[src/design/fbfl_pkg.sv]
// Shared types and constants for the fixed-block free-list allocator.
// No dependencies; the allocator and fbfl_init refer to this package by scope.
package fbfl_pkg;

  localparam int SIZE_W         = 13;
  localparam int SIZE_RESET     = 16;
  localparam int PAGE_BYTES_DEF = 4096;
  localparam int MAX_BLOCKS_DEF = 512;

  localparam logic FUNC_ALLOC = 1'b0;
  localparam logic FUNC_FREE  = 1'b1;

  typedef enum logic [2:0] {
    ST_INIT  = 3'b001,
    ST_IDLE  = 3'b010,
    ST_ALLOC = 3'b100
  } fbfl_state_t;

  // status of the link-chain init sweep
  typedef struct packed {
    logic busy;
    logic done;
  } fbfl_init_stat_t;

endpackage

[src/design/fbfl_init.sv]
// Init sweep: writes the ascending link chain into the free-list memory and
// counts blocks by accumulating the block size. Depends on fbfl_pkg.
module fbfl_init #(
  parameter int PAGE_BYTES = fbfl_pkg::PAGE_BYTES_DEF,
  parameter int MAX_BLOCKS = fbfl_pkg::MAX_BLOCKS_DEF
) (
  input  logic                            clk,
  input  logic                            rst_n,
  input  logic                            start,
  input  logic [fbfl_pkg::SIZE_W-1:0]     eff_size,
  output logic                            wr_en,
  output logic [$clog2(MAX_BLOCKS)-1:0]   wr_addr,
  output logic [$clog2(MAX_BLOCKS+1)-1:0] wr_data,
  output logic [$clog2(MAX_BLOCKS+1)-1:0] count,
  output fbfl_pkg::fbfl_init_stat_t       stat
);

  localparam int IW = $clog2(MAX_BLOCKS);
  localparam int LW = $clog2(MAX_BLOCKS + 1);
  // holds (i+1)*size, which stops growing once it passes the page
  localparam int AW = $clog2(PAGE_BYTES + 2 * (2 ** fbfl_pkg::SIZE_W)) + 1;

  logic          busy_r, busy_nxt;
  logic          done_r, done_nxt;
  logic [IW-1:0] idx_r, idx_nxt;
  logic [AW-1:0] acc_r, acc_nxt;
  logic [LW-1:0] cnt_r, cnt_nxt;
  logic [AW-1:0] acc_sum;
  logic          fits_cur;
  logic          link_more;
  logic          last;

  assign acc_sum  = acc_r + AW'(eff_size);
  assign fits_cur = acc_r <= AW'(PAGE_BYTES);
  assign last     = idx_r == IW'(MAX_BLOCKS - 1);
  // link i points on only if block i+1 also fits
  assign link_more = (acc_sum <= AW'(PAGE_BYTES)) && !last;

  assign wr_en   = busy_r;
  assign wr_addr = idx_r;
  assign wr_data = link_more ? (LW'(idx_r) + LW'(1)) : LW'(MAX_BLOCKS);
  assign count   = cnt_r;
  assign stat    = '{busy: busy_r, done: done_r};

  always_comb begin
    busy_nxt = busy_r;
    done_nxt = 1'b0;
    idx_nxt  = idx_r;
    acc_nxt  = acc_r;
    cnt_nxt  = cnt_r;
    if (start) begin
      busy_nxt = 1'b1;
      idx_nxt  = '0;
      acc_nxt  = AW'(eff_size);
      cnt_nxt  = '0;
    end else if (busy_r) begin
      idx_nxt = idx_r + IW'(1);
      if (fits_cur) begin
        cnt_nxt = cnt_r + LW'(1);
        acc_nxt = acc_sum;
      end
      if (last) begin
        busy_nxt = 1'b0;
        done_nxt = 1'b1;
      end
    end
  end

  always_ff @(posedge clk) begin
    if (!rst_n) begin
      busy_r <= 1'b0;
      done_r <= 1'b0;
    end else begin
      busy_r <= busy_nxt;
      done_r <= done_nxt;
    end
  end

  always_ff @(posedge clk) begin
    idx_r <= idx_nxt;
    acc_r <= acc_nxt;
    cnt_r <= cnt_nxt;
  end

  a_done_after_busy: assert property (@(posedge clk) disable iff (!rst_n)
    done_r |-> $past(busy_r) && !busy_r)
    else $error("init done without a finished sweep");

  a_count_bound: assert property (@(posedge clk) disable iff (!rst_n)
    done_r |-> cnt_r <= LW'(MAX_BLOCKS))
    else $error("block count above maximum");

  a_write_in_range: assert property (@(posedge clk) disable iff (!rst_n)
    busy_r |-> wr_data <= LW'(MAX_BLOCKS))
    else $error("init link out of range");

endmodule
[config.mk]
export PLATFORM = sky130hd
export DESIGN_NAME = fbfl_init
export DESIGN_NICKNAME = d
export VERILOG_FILES = /design/src/design/fbfl_pkg.sv /design/src/design/fbfl_init.sv
export SDC_FILE = /design/constraint.sdc
export NUM_CORES = 1
export LEC_CHECK = 0
export BUFFER_PORTS_ARGS = -buffer_cell sky130_fd_sc_hd__buf_2
export CORE_MARGIN = 4
export CORE_UTILIZATION = 49
export DETAILED_ROUTE_END_ITERATION = 10
export PLACE_DENSITY_LB_ADDON = 0.12
export RECOVER_POWER = 100
export SETUP_SLACK_MARGIN = 0.02
export SLEW_MARGIN = 10
export SYNTH_ARGS = -nofsm -noshare
export SYNTH_HDL_FRONTEND = slang
export SYNTH_SLANG_ARGS = --single-unit
[constraint.sdc]
create_clock -name clk -period 4 [get_ports clk]
set_input_delay 0.8 -clock clk [delete_from_list [all_inputs] [get_ports clk]]
set_output_delay 0.8 -clock clk [all_outputs]
set_load 0.03 [all_outputs]
# Yosys cells after proc, flatten, opt, wreduce, memory -nomap -nowiden
# Cells that the tools add are included.
# Widths: inputs -> output; s select.
dict set report word_totals {
  register_bits 37
  word_cells 30
  input_bits 16
}
dict set report op_classes {
  n_mux 8
  bitwise_logic 2
  reduce_logical 7
  n_lt_le_gt_ge 2
  n_eq_ne 1
  n_addsub 4
}
# operator count
set op_table {}
lappend op_table {{$mux 13} 3}
lappend op_table {{$le 16x13->1 const B} 2}
lappend op_table {{$add 16x13->16} 1}
lappend op_table {{$add 10x1->10 const B} 1}
lappend op_table {{$add 9x1->10 const B} 1}
lappend op_table {{$mux 10} 1}
lappend op_table {{$add 9x1->9 const B} 1}
lappend op_table {{$eq 9x9->1 const B} 1}
lappend op_table {{$mux 1} 4}
lappend op_table {{$reduce_and 2->1} 2}
lappend op_table {{$reduce_bool 2->1} 2}
lappend op_table {{$reduce_or 3->1} 1}
lappend op_table {{$not 1->1} 2}
lappend op_table {{$logic_and 1x1->1} 1}
lappend op_table {{$logic_not 1->1} 1}

# Logic depth before layout (Yosys ltp)
dict set report depth {
  word_depth 4
  ltp_mapped 9
}

# Worst setup path before layout
# No wires, ideal clock.
dict set report synth_path {
  path_type {input-to-output}
  from {input eff_size[0] (netlist bit)}
  to {output wr_data[1]}
  arrival_time_ns 3.823
  required_time_ns 3.200
  stages 9
  n_path_buf 0
  path_slack_ns -0.623
  cell_sequence {ha_1 -> fa_1 -> a21o_1 -> a221oi_2 -> o21ai_2 -> a21oi_1 -> xor2_1 -> a41oi_2 -> nor4b_1}
}
dict set report synth_between {
  elab_chain_cells 4
}
# element line_no
set synth_rtl {}
lappend synth_rtl {{from (decl)} fbfl_init.sv:10} ;# input logic [fbfl_pkg::SIZE_W-1:0] eff_size,
lappend synth_rtl {{$add 16x13->16} fbfl_init.sv:33} ;# assign acc_sum = acc_r + AW'(eff_size);
lappend synth_rtl {{$le 16x13->1} fbfl_init.sv:37} ;# assign link_more = (acc_sum <= AW'(PAGE_BYTES)) && !last;
lappend synth_rtl {{$logic_and 1x1->1} fbfl_init.sv:37}
lappend synth_rtl {{$mux 10} fbfl_init.sv:41} ;# assign wr_data = link_more ? (LW'(idx_r) + LW'(1)) : LW'(MAX_BLOCKS);
lappend synth_rtl {{to (decl)} fbfl_init.sv:13} ;# output logic [$clog2(MAX_BLOCKS+1)-1:0] wr_data,
# No other way between the ends.

# Worst setup path in the final report
dict set report layout_path {
  from {input eff_size[5] (netlist bit)}
  to {output wr_data[9]}
}
# Same word-level chain as after synthesis.

==> flow_summary.json <==
{
  "outcome": "finished, violations left",
  "violations": "negative setup slack",
  "ff2ff_path_depth": 9,
  "ys.flop_type": "dfxtp_1",
  "yosysMostFrequentCell": "nor2_1",
  "dp_hpwl_um": 4210,
  "dr.pass1.iters": 4,
  "syn_area_per_cell_um2": 9.15,
  "synth_edf_count": 13,
  "root_buffer": "clkbuf_8",
  "ys_seq_elements": 37,
  "max_slew_margin_pct": 11.8,
  "critPathMaxFanout": 4,
  "final.setup.worst_slack_ns": -0.224,
  "clk_latency_ns": 0.29,
  "grt_pass1_wl_um": 9750,
  "area_growth_pct": 42.0,
  "place_congestion": 0.857,
  "worstHoldPathType": "reg2reg",
  "cpPeakStageDelay_ns": 0.47,
  "pre_cts_ws_ns": -0.314,
  "synth-seq-area-share_pct": 37.3,
  "rsz0062_at_grt": "true",
  "ir_worst_vdd_uv": 247,
  "crit_start": "eff_size[5]",
  "holdPathStages": 1,
  "die_height_um": 77.0,
  "critPathSlowestCell": "or4_4",
  "critPathArrivalTime_ns": 3.42,
  "pin_count": 48,
  "yosysTopAreaCellShare_pct": 20.6,
  "drive_gt1_share_pct": 30.9,
  "fin_crit_sh_pct": 106,
  "cts.sinks": 37,
  "via_per_inst": 5.55,
  "grt_remaining_overflow": 0,
  "ctsHoldBuffers": 0,
  "power.total_mw": 1.51,
  "setup_viol": 10,
  "setup.worst_path.start_class": "primary input",
  "ys_top_cells_by_area": "dfxtp_1 21%, edfxtp_1 17%, ha_1 8.6%",
  "cts_buffers": 5,
  "drv_cap": 0,
  "power_density_nw_per_um2": 457,
  "synth_common_cells": "26 x nor2_1, 25 x nand2_1, 24 x dfxtp_1",
  "tightestPinTransition_ns": 1.32,
  "hold_viol_final": 0,
  "routedWlPerCell_um": 14.6,
  "worst-endpoint-required_ns": 3.20,
  "initial_core_util_pct": 52.1,
  "synth_top_area_cell": "dfxtp_1",
  "final_core_util_pct": 74.0,
  "hold_start": "acc_r[15]",
  "final_area_um2": 3310,
  "crit_type": "in2out",
  "nets": 372,
  "tritoncts": "yes",
  "dp.cells": 379,
  "fin_skew_ns": 0.00497,
  "synthArstFlopShare_pct": 0,
  "drt-total-wl_um": 5710,
  "io_buffers": 47,
  "r2r_start": "acc_r[5]",
  "slew_viol_final": 0,
  "dpl_cell_area_um2": 3050,
  "yosys_warnings": 0,
  "die_area_um2": 5930,
  "drt_iter0_drc": 68,
  "track_usage_pct": 20.0,
  "clockBufferDepth": 2,
  "synth_fp_nets": 288,
  "final_cells": 392,
  "syn_inst": 255,
  "grt_pass1_vias": 2161,
  "end_kind": "primary output",
  "coreArea_um2": 4470,
  "synth.distinct_cells": 45,
  "antenna_left": 0,
  "syn_area_um2": 2330,
  "clkTransAtPathRegs_ns": 0.08,
  "diodes": 0,
  "period_minus_slack_ns": 4.22,
  "core.rowCount": 24,
  "vias": 2174,
  "drc": 0,
  "antenna_found_initial": 0,
  "grt_start_max_net_pins": 33,
  "die_x_um": 77.0,
  "htreeDepth": 2,
  "max_freq_ghz": 0.237,
  "leakage_nw": 1.31,
  "crit_chain": "buf_2, ha_1, and3_1, nor4b_2, or3_4, a31oi_1, xor2_1, a41oi_4, or4_4, buf_6"
}
==> power by group <==
group,internal (mW),switching (mW)
Sequential,0.432,0.0310
Clock,0.201,0.142
Combinational,0.347,0.363
==> cells by family (layout without fill, tap and decap cells) <==
| group | Yosys count | after routing | share of synthesized area, % |
|---|---|---|---|
| mux | 7 | 7 | 3.17 |
| fa+ha+maj | 17 | 17 | 9.44 |
| compound gates | 47 | 47 | 14.1 |
| buf+inv | 15 | 100 | 2.74 |
| flops | 37 | 37 | 37.3 |
| xor+xnor | 28 | 28 | 10.5 |
| simple gates | 104 | 104 | 22.7 |
==> routing by layer <==
metal	share of wire, %	vias up	GRT usage, %
met1	45	1021	25.4
met4	1.8	0	6.05
met3	4.6	10	4.45
met5	0	-	0
met2	49	42	33.8
li1	-	1101	-
==> stage by stage <==
stage | hold slack (ns) | setup TNS [ns]
2_1_floorplan | 0.452 | -1.21
3_3_place_gp | 0.467 | -2.26
3_5_place_dp | 0.469 | -2.72
4_1_cts | 0.484 | -1.69
5_1_grt | 0.502 | -2.40
6_report | 0.480 | -1.73
==> area by class of cell <==
type,instances,area (µm²)
inverter,6,22.5
fill,342,1160
sequential,37,871
timing repair buffer,86,589
multi-input combinational,203,1640
clock inverter,1,8.76
clock buffer,7,119
tap,52,65.1
==> sequential cells by signal, indices dropped and copies added, names as in the netlist <==
| signal | count |
|---|---|
| count | 10 |
| acc_r | 16 |
| wr_addr | 9 |
| done_r | 1 |
| wr_en | 1 |
==> critical path: cells and delay by family <==
kind | cells | cell delay, ns
compound gates | 2 | 0.46
buf+inv | 2 | 0.27
xor+xnor | 1 | 0.35
fa+ha+maj | 1 | 0.34
simple gates | 4 | 1.22
==> layout by cell type (no fill, tap or decap), types with 7 or more instances in the layout <==
master    instances
nand3_1           8
and3_1            8
buf_4            35
xor2_1           16
nor2_1           26
nand2_1          25
o21ai_0          14
a21oi_1           9
edfxtp_1         13
ha_1             14
xnor2_1          11
buf_6             9
dfxtp_1          24
nor4_4            7
buf_2            13
clkbuf_1         24
==> repair_timing <==
item                                    in CTS  in global routing
gates resized for setup                     19                 15
endpoints found under the setup margin      10                 10
setup buffers                                2                  3
pin swaps                                   11                  9
==> final timing paths <==
| kind | slack (ns) | end |
|---|---|---|
| setup / recovery | -0.22 | wr_data[9] |
| hold / removal | 0.48 | acc_r[15] |
| setup reg to reg | 1.33 | acc_r[11] |
| hold reg to reg | 0.48 | acc_r[15] |
Note: power is estimated with default switching activity, not from simulation.
